<file path="config.mk">
export PLATFORM = sky130hd
export DESIGN_NAME = gcd_lcm_unit_core
export DESIGN_NICKNAME = d
export VERILOG_FILES = /design/src/sv/glu_pkg.sv /design/src/sv/gcd_lcm_unit_core.sv
export SDC_FILE = /design/constraint.sdc
export NUM_CORES = 1
export LEC_CHECK = 0
export ABC_AREA = 1
export ABC_CLOCK_PERIOD_IN_PS = 21100
export BUFFER_PORTS_ARGS = -buffer_cell sky130_fd_sc_hd__buf_2
export CAP_MARGIN = 20
export CELL_PAD_IN_SITES_DETAIL_PLACEMENT = 1
export CELL_PAD_IN_SITES_GLOBAL_PLACEMENT = 1
export CORE_MARGIN = 10
export CORE_UTILIZATION = 50
export CTS_BUF_LIST = sky130_fd_sc_hd__clkbuf_16
export DETAILED_ROUTE_END_ITERATION = 8
export HOLD_SLACK_MARGIN = 0.03
export PLACE_DENSITY = 0.84
export SYNTH_ARGS = -nofsm -noshare
export SYNTH_HDL_FRONTEND = slang
export SYNTH_SLANG_ARGS = --single-unit
</file>
<file path="constraint.sdc">
create_clock -name i_clk -period 21.1 [get_ports i_clk]
set_input_delay 2.11 -clock i_clk [delete_from_list [all_inputs] [get_ports i_clk]]
set_output_delay 2.11 -clock i_clk [all_outputs]
set_load 0.02 [all_outputs]
</file>
<file path="src/sv/glu_pkg.sv">
// ---------------------------------------------------------------------------
// glu_pkg
// Types shared by the gcd/lcm unit.
// ---------------------------------------------------------------------------
`timescale 1ns / 1ps

package glu_pkg;

    typedef enum logic [2:0] {
        S_IDLE,
        S_GCD_DIV,
        S_Q_DIV,
        S_MUL,
        S_DONE
    } t_state;

endpackage

</file>
<file path="src/sv/gcd_lcm_unit_core.sv">
// ---------------------------------------------------------------------------
// gcd_lcm_unit_core
// Euclid gcd and saturating lcm on one shared add/subtract unit.
// ---------------------------------------------------------------------------
//  channel   handshake          payload
//  input     start / busy       i_operand_a, i_operand_b
//  result    o_valid (strobe)   o_gcd_value, o_lcm_value, o_lcm_overflow,
//                               o_operand_invalid
//
//  One beat runs the Euclid remainder steps, then the quotient a / gcd,
//  then the product; every remainder, the quotient and the product run
//  one bit per cycle through the shared adder. A zero operand skips
//  straight from accept to the result strobe.
//  Synchronous active-low reset returns the sequencer to idle.
//  busy stays high from accept through the result strobe; results cannot
//  be stalled.
// ---------------------------------------------------------------------------
`timescale 1ns / 1ps

module gcd_lcm_unit_core #(
    parameter int DATA_WIDTH = 31
) (
    input  logic                  i_clk,
    input  logic                  i_rst_n,
    input  logic                  start,
    output logic                  busy,
    input  logic [DATA_WIDTH-1:0] i_operand_a,
    input  logic [DATA_WIDTH-1:0] i_operand_b,
    output logic                  o_valid,
    output logic [DATA_WIDTH-1:0] o_gcd_value,
    output logic [DATA_WIDTH-1:0] o_lcm_value,
    output logic                  o_lcm_overflow,
    output logic                  o_operand_invalid
);
    import glu_pkg::*;

    localparam int W  = DATA_WIDTH;
    localparam int AW = 2 * DATA_WIDTH;
    localparam int CW = $clog2(DATA_WIDTH);

    t_state          r_state, n_state;
    logic [W-1:0]    r_a, n_a;
    logic [W-1:0]    r_b, n_b;
    logic [W-1:0]    r_dvs, n_dvs;
    logic [W-1:0]    r_rem, n_rem;
    logic [W-1:0]    r_quo, n_quo;
    logic [W-1:0]    r_gcd, n_gcd;
    logic [AW-1:0]   r_acc, n_acc;
    logic [AW-1:0]   r_mcand, n_mcand;
    logic [CW-1:0]   r_cnt, n_cnt;
    logic            r_inv, n_inv;

    logic [W:0]      shifted;
    logic [AW-1:0]   op_x, op_y, sum;
    logic            cin;
    logic            neg;
    logic [W-1:0]    step_rem;
    logic [W-1:0]    step_quo;
    logic            last;

    // shared adder
    always_comb begin
        shifted = {r_rem, r_quo[W-1]};
        if (r_state == S_MUL) begin
            op_x = r_acc;
            op_y = r_quo[0] ? r_mcand : '0;
            cin  = 1'b0;
        end else begin
            op_x = {{(AW-W-1){1'b0}}, shifted};
            op_y = ~{{W{1'b0}}, r_dvs};
            cin  = 1'b1;
        end
        sum      = op_x + op_y + {{(AW-1){1'b0}}, cin};
        neg      = sum[AW-1];
        step_rem = neg ? shifted[W-1:0] : sum[W-1:0];
        step_quo = {r_quo[W-2:0], ~neg};
        last     = (r_cnt == CW'(W - 1));
    end

    always_ff @(posedge i_clk) begin
        if (!i_rst_n) begin
            r_state <= S_IDLE;
            r_cnt   <= '0;
            r_inv   <= 1'b0;
        end else begin
            r_state <= n_state;
            r_cnt   <= n_cnt;
            r_inv   <= n_inv;
        end
    end

    always_ff @(posedge i_clk) begin
        r_a     <= n_a;
        r_b     <= n_b;
        r_dvs   <= n_dvs;
        r_rem   <= n_rem;
        r_quo   <= n_quo;
        r_gcd   <= n_gcd;
        r_acc   <= n_acc;
        r_mcand <= n_mcand;
    end

    always_comb begin
        n_state = r_state;
        n_a     = r_a;
        n_b     = r_b;
        n_dvs   = r_dvs;
        n_rem   = r_rem;
        n_quo   = r_quo;
        n_gcd   = r_gcd;
        n_acc   = r_acc;
        n_mcand = r_mcand;
        n_cnt   = r_cnt;
        n_inv   = r_inv;
        case (r_state)
            S_IDLE: begin
                if (start) begin
                    n_a   = i_operand_a;
                    n_b   = i_operand_b;
                    n_rem = '0;
                    n_cnt = '0;
                    n_gcd = '0;
                    n_acc = '0;
                    if (i_operand_a == '0 || i_operand_b == '0) begin
                        n_inv   = 1'b1;
                        n_state = S_DONE;
                    end else begin
                        n_inv   = 1'b0;
                        n_state = S_GCD_DIV;
                        if (i_operand_a > i_operand_b) begin
                            n_quo = i_operand_a;
                            n_dvs = i_operand_b;
                        end else begin
                            n_quo = i_operand_b;
                            n_dvs = i_operand_a;
                        end
                    end
                end
            end
            S_GCD_DIV: begin
                n_rem = step_rem;
                n_quo = step_quo;
                n_cnt = r_cnt + 1'b1;
                if (last) begin
                    n_cnt = '0;
                    n_rem = '0;
                    if (step_rem == '0) begin
                        n_gcd   = r_dvs;
                        n_quo   = r_a;
                        n_state = S_Q_DIV;
                    end else begin
                        n_quo = r_dvs;
                        n_dvs = step_rem;
                    end
                end
            end
            S_Q_DIV: begin
                n_rem = step_rem;
                n_quo = step_quo;
                n_cnt = r_cnt + 1'b1;
                if (last) begin
                    n_cnt   = '0;
                    n_acc   = '0;
                    n_mcand = {{W{1'b0}}, r_b};
                    n_state = S_MUL;
                end
            end
            S_MUL: begin
                n_acc   = sum;
                n_quo   = {1'b0, r_quo[W-1:1]};
                n_mcand = {r_mcand[AW-2:0], 1'b0};
                n_cnt   = r_cnt + 1'b1;
                if (last) begin
                    n_cnt   = '0;
                    n_state = S_DONE;
                end
            end
            S_DONE: begin
                n_state = S_IDLE;
            end
            default: begin
                n_state = S_IDLE;
            end
        endcase
    end

    assign busy              = (r_state != S_IDLE);
    assign o_valid           = (r_state == S_DONE);
    assign o_gcd_value       = r_gcd;
    assign o_lcm_overflow    = |r_acc[AW-1:W];
    assign o_lcm_value       = o_lcm_overflow ? {W{1'b1}} : r_acc[W-1:0];
    assign o_operand_invalid = r_inv;

endmodule

</file>
==> summary.txt, run 1 <==
Critical path
  • CP endpoint kind: register
  • Critical path peak fanout: roughly 180
  • Crit path max-delay family: simple AND/OR/NAND/NOR gates
  • Critical path class: register to register
  • Worst path slowest cell: nor2_4
  • Worst path required time: around 21 ns
  • CP Buf/Inv Count: 5
  • Worst Setup Start Kind: register
  • Top cell by count, worst path: nand2_1
  • CP max stage delay: 0.79 ns
  • CP arrival: about 7.6 ns

Power
  • Total chip power: 3.99 mW
  • Power Density: approximately 180 nW/um^2
  • Leakage: 10.3 nW
  • Peak VDD IR: 0.107 mV

Run status
  • Status: finished, final reports clean

Finish
  • # diodes: 0
  • Area grow syn2layout: 11.6%
  • Most frequent cells in the layout: nand2_1 (574), inv_1 (361), nor2_1 (318), edfxtp_1 (310), o21ai_0 (208)
  • Post-layout util: 56.6%
  • Non-Filler Instances: around 3.2k
  • Fin nets: 2784
  • Most common cell after layout, fill and taps aside: nand2_1
  • Layout cell share with drive strength beyond 1: 10.4%
  • Design Area, Final: 22600 sq um

Global route
  • Antenna violations before repair: 1
  • Largest net degree at the start of global routing: between 150 and 200
  • First-pass GRT wire length: 113000 microns
  • Global route total overflow: 0
  • Total track usage: 29.0%
  • Number of global-route vias before repair: 19.7k

CTS
  • Root Driver: clkbuf_16
  • Skew-Pair Late Insertion Delay: roughly 0.6 ns
  • Clk pin slew, worst setup/hold paths: 0.06 ns
  • # H-tree levels: 2
  • Clock Sinks: between 300 and 400
  • TritonCTS clock tree: yes
  • Hold_buf cts: 0
  • Number of CTS-inserted buffers: 39
  • Resize count post-CTS: 0
  • Setup bufs post-CTS: 0
  • Bufs on Longest Clock Path: 3

Detailed routing
  • DRT Wirelength: about 74000 microns
  • Drc violations: 0
  • DR vias/cell: 5.92
  • Pre-antenna DRT Iters: 5
  • Wirelength per Cell: 23.2 microns
  • ANT nets after route: 0
  • First-iteration detailed-routing DRC count: 1560
  • Vias: ~19k

Place
  • Post-placement cell count: ~3.1k
  • Pre-CTS setup slack: 13.89 ns
  • Number of port buffers: 130
  • Final HPWL DP: 53900 microns
  • Placer Congestion: 0.947
  • Placed cell area: 21300 sq um

Logic synthesis
  • Mapped Cells: ~2.5k
  • Most area-hungry cell type in the Yosys netlist: edfxtp_1
  • Synth warnings: 0
  • Post-synthesis register bit count: 319
  • Synthesized Nets: 2694
  • Netlist cell types: 48
  • Synth area leaders: edfxtp_1 (46%), nand2_1 (11%), inv_1 (6.6%)
  • Synth Area per Inst: 7.99 sq um
  • Sequential area share after synthesis: 46.9%
  • Main synth FF type: edfxtp_1
  • Post-synth EDFFs: 310
  • Netlist Area Pre-Place: 20200 sq um
  • Share of the synthesized area in the top cell type: 46.0%
  • Async SR Flop Fraction: 0%

Timing
  • Crit share post-route: between 30% and 40%
  • Setup clock skew after layout: 0.0249 ns
  • Tmin final: 7.38 ns
  • RSZ-0062 raised after global routing: false
  • Final worst slack: 13.72 ns
  • Hold Fails Final Rpt: 0
  • Slew headroom: 26.7%
  • Setup TNS: 0 ns
  • Final setup violation count: 0
  • Actual slew at the worst max-slew pin: 1.10 ns
  • Fmax: 0.136 GHz
  • Hold_ws: 0.498 ns
  • Pins Over Slew Limit: 0

Floorplan
  • Die Ht: 221 microns
  • CORE AREA: 39900 sq um
  • Rows: 73
  • # IOs: between 100 and 150
  • Die width: ~220 microns
  • DIE AREA: 48900 sq um
  • Initial Util: 50.7%

Hold path
  • Worst min-delay path class: register to register

Flow run
  • Max-cap viol count: 0
==> cells in the mapped netlist (5+ instances only) <==
library cell	count
a21boi_0	5
a21oi_1	197
a221oi_1	31
a31oi_1	7
buf_1	6
buf_2	6
buf_6	5
clkbuf_1	78
dfxtp_1	9
edfxtp_1	310
ha_1	93
inv_1	354
inv_2	12
nand2_1	575
nand3_1	116
nand3b_1	36
nand4_1	20
nor2_1	323
nor3_1	11
nor4_1	19
o21a_1	6
o21ai_0	209
o21bai_1	12
o221ai_1	5
or2_2	30
xnor2_1	13
xor2_1	5
==> cell families (layout without fill, tap and decap cells) <==
group	after synthesis	in the layout	synth area share (%)
AOI/OAI and AO/OA	488	488	13.3
xor gates and xnor gates	18	18	0.779
adders and majority gates	95	95	5.94
buffers and inverters	466	584	8.97
DFF	319	319	46.9
and+or+nand+nor	1148	1148	24.1
==> final timing paths <==
check                                             start                      endpoint  slack [ns]  cells after the start
worst max-delay path            r_state[2]$_SDFFE_PN0P_  o_gcd_value[2]$_SDFFCE_PN0P_       13.72                     28
worst min-delay path              r_cnt[0]$_SDFFE_PN0P_         r_cnt[0]$_SDFFE_PN0P_        0.50                      1
worst max register to register  r_state[2]$_SDFFE_PN0P_  o_gcd_value[2]$_SDFFCE_PN0P_       13.72                     28
worst min register to register    r_cnt[0]$_SDFFE_PN0P_         r_cnt[0]$_SDFFE_PN0P_        0.50                      1
==> sequential cells by signal (all words and copies together), names as in the netlist <==
name / count
r_b: 31
r_quo: 31
r_acc: 62
r_a: 31
r_cnt: 5
r_dvs: 31
r_state: 3
r_mcand: 62
o_operand_invalid: 1
o_gcd_value: 31
r_rem: 31
==> layer usage <==
layer | routed length, microns | global-route usage, % | part of all wire, % | vias to the layer above
li1 | - | - | - | 8629
met1 | 27900 | 33.1 | 38 | 9251
met2 | 36800 | 50.5 | 50 | 700
met3 | 4340 | 4.63 | 5.9 | 216
met4 | 4710 | 16.9 | 6.4 | 2
met5 | 17 | 0 | 0.023 | -
==> cell type report <==
type	count	area [sq um]
fill	4924	17300
sequential	319	9490
multi-input combinational	1749	9000
inverter	367	1380
clock buffer	39	976
timing repair buffer	148	811
tap	525	657
clock inverter	30	293
==> report_power, final <==
| part | leakage [nW] | internal, mW | switching [mW] |
|---|---|---|---|
| clock | 0.650 | 0.400 | 0.292 |
| sequential | 3.10 | 1.01 | 0.0987 |
| combinational | 6.54 | 0.579 | 1.61 |
Note: power is estimated with default switching activity, not from simulation.
==> inputs of run 2 (changes only) <==
--- a/config.mk
+++ b/config.mk
@@ -6,17 +6,17 @@
 export NUM_CORES = 1
 export LEC_CHECK = 0
 export ABC_AREA = 1
-export ABC_CLOCK_PERIOD_IN_PS = 21100
+export ABC_CLOCK_PERIOD_IN_PS = 7300
 export BUFFER_PORTS_ARGS = -buffer_cell sky130_fd_sc_hd__buf_2
 export CAP_MARGIN = 20
 export CELL_PAD_IN_SITES_DETAIL_PLACEMENT = 1
 export CELL_PAD_IN_SITES_GLOBAL_PLACEMENT = 1
 export CORE_MARGIN = 10
-export CORE_UTILIZATION = 50
+export CORE_UTILIZATION = 47
 export CTS_BUF_LIST = sky130_fd_sc_hd__clkbuf_16
 export DETAILED_ROUTE_END_ITERATION = 8
 export HOLD_SLACK_MARGIN = 0.03
-export PLACE_DENSITY = 0.84
+export PLACE_DENSITY = 0.8
 export SYNTH_ARGS = -nofsm -noshare
 export SYNTH_HDL_FRONTEND = slang
 export SYNTH_SLANG_ARGS = --single-unit
==> constraint.sdc (replaced) <==
create_clock -name i_clk -period 7.3 [get_ports i_clk]
set_input_delay 0.73 -clock i_clk [delete_from_list [all_inputs] [get_ports i_clk]]
set_output_delay 0.73 -clock i_clk [all_outputs]
set_load 0.02 [all_outputs]
==> run 2 against run 1 <==
Against the previous run: clock power grew to 2.9 times the previous value; final cell count grew 0.57%; combinational power grew to 2.9 times the previous value; clock skew grew 0.0029 ns; sequential cell count is the same; worst hold slack lost 0.13 ns; die area grew 5.8%; clock-buffer cell count is the same; wire length shrank 0.88%; critical path type unchanged; largest power group unchanged.
==> summary.txt, run 2 (synthesis results as in run 1) <==
Run status
  • Status: finished, final reports clean

Floorplan
  • Rows: 75
  • # IOs: between 100 and 150
  • DIE AREA: 51800 sq um
  • Initial Util: between 40% and 50%
  • CORE AREA: ~42000 sq um
  • Die Ht: between 200 and 250 microns
  • Die width: 228 microns

Finish
  • Post-layout util: a little over half
  • Fill cell total of the finished layout: 5208
  • Largest registers: r_acc (62), r_mcand (62)
  • Layout cell share with drive strength beyond 1: 10.5%
  • Most frequent cells in the layout: nand2_1 (574), inv_1 (361), nor2_1 (318), edfxtp_1 (310), o21ai_0 (208)
  • Area grow syn2layout: 12.1%
  • Fin nets: 2789
  • Area occupied by multi-input gates: approximately 9000 sq um
  • Sequential cell area: roughly 9500 sq um
  • # diodes: 0
  • Most common cell after layout, fill and taps aside: nand2_1
  • Design Area, Final: ~23000 sq um

CTS
  • # H-tree levels: 2
  • Clk pin slew, worst setup/hold paths: 0.06 ns
  • TritonCTS clock tree: yes
  • Setup bufs post-CTS: 0
  • Clock Sinks: roughly 320
  • Skew-Pair Late Insertion Delay: slightly below 0.6 ns
  • Hold_buf cts: 0
  • Root Driver: clkbuf_16
  • Bufs on Longest Clock Path: 3
  • Resize count post-CTS: 0
  • Number of CTS-inserted buffers: 39

Critical path
  • Crit path max-delay family: simple AND/OR/NAND/NOR gates
  • Critical path peak fanout: 182
  • Worst path required time: about 7.6 ns
  • CP arrival: 7.12 ns
  • Critical path class: register to register
  • Worst Setup Start Kind: register
  • Worst r2r src: r_state[0]$_SDFFE_PN0P_
  • Top cell by count, worst path: nand2_1
  • CP max stage delay: approximately 0.6 ns
  • Worst path slowest cell: buf_12
  • CP endpoint kind: register
  • CP Buf/Inv Count: 4
  • Worst Setup SP: r_state[0]$_SDFFE_PN0P_

Timing
  • Setup TNS: 0 ns
  • RSZ-0062 raised after global routing: false
  • Actual slew at the worst max-slew pin: 1.04 ns
  • Tmin final: 6.83 ns
  • Fmax: 0.146 GHz
  • Final worst slack: between 0.4 and 0.5 ns
  • Setup clock skew after layout: 0.0278 ns
  • Crit share post-route: around 94%
  • Pins Over Slew Limit: 0
  • Final setup violation count: 0
  • Hold Fails Final Rpt: 0
  • Slew headroom: between 30% and 40%

Place
  • Placed cell area: 21400 sq um
  • Number of port buffers: 130
  • Final HPWL DP: 54100 microns
  • Pre-CTS setup slack: 0.724 ns
  • Placer Congestion: 0.948

Global route
  • Largest net degree at the start of global routing: ~180
  • Antenna violations before repair: 0
  • Total track usage: 28.0%
  • First-pass GRT wire length: 112000 microns
  • Number of global-route vias before repair: 19.4k
  • Global route total overflow: 0

Hold path
  • Min-delay src: i_operand_a[25]
  • Worst min-delay path class: primary input to register

Detailed routing
  • Wirelength per Cell: 22.9 microns
  • ANT nets after route: 0
  • DRT Wirelength: 73100 microns
  • Vias: 18.7k
  • First-iteration detailed-routing DRC count: 1810
  • Pre-antenna DRT Iters: 5
  • DR vias/cell: between 5 and 6
  • Drc violations: 0

Power
  • Total chip power: 11.5 mW
  • Peak VDD IR: ~0.27 mV
  • Leakage: about 10 nW
  • Power Density: 507 nW/um^2

Flow run
  • Max-cap viol count: 0
## run 2: cell count changes in the layout (fill, tap and decap cells not counted), moves of 2 or more
cell,change
clkinv_1,+3
clkinvlp_4,-2
buf_4,+4
clkinv_2,-2
## run 2: worst paths after layout
path         depth (start not counted)               endpoint  slack [ns]
max                                 27    r_dvs[10]$_DFFE_PP_        0.47
min                                  1      r_a[25]$_DFFE_PP_        0.37
max reg2reg                         27    r_dvs[10]$_DFFE_PP_        0.47
min reg2reg                          1  r_cnt[0]$_SDFFE_PN0P_        0.50
## run 2: power by group
| part | internal, mW | switching [mW] |
|---|---|---|
| clock network | 1.19 | 0.824 |
| logic | 1.69 | 4.63 |
| registers | 2.91 | 0.265 |
| total | 5.79 | 5.72 |
## run 2: metrics by stage
step                hold slack [ns]  std cells
finish                        0.368       3195
global route                  0.361       3195
CTS                           0.347       3194
detailed placement            0.474       3126
global placement              0.469       3126
floorplan                     0.447       2534
## run 2: metal layers
| metal | wire length, microns | up-vias | global-route usage [%] |
|---|---|---|---|
| met2 | 35900 | 676 | 48.2 |
| met3 | 4250 | 179 | 3.51 |
| met4 | 3950 | 0 | 15.0 |
| li1 | - | 8655 | - |
| met1 | 28900 | 9195 | 33.6 |
| met5 | 0 | - | 0 |
## run 2: final cells by class
type	instances	area share, %
clock buffers	39	4.30
clock inverters	29	1.32
inverters	367	6.08
multi-input cells	1749	39.7
flip-flops and latches	319	41.8
well taps	539	2.97
repair buffers	153	3.83
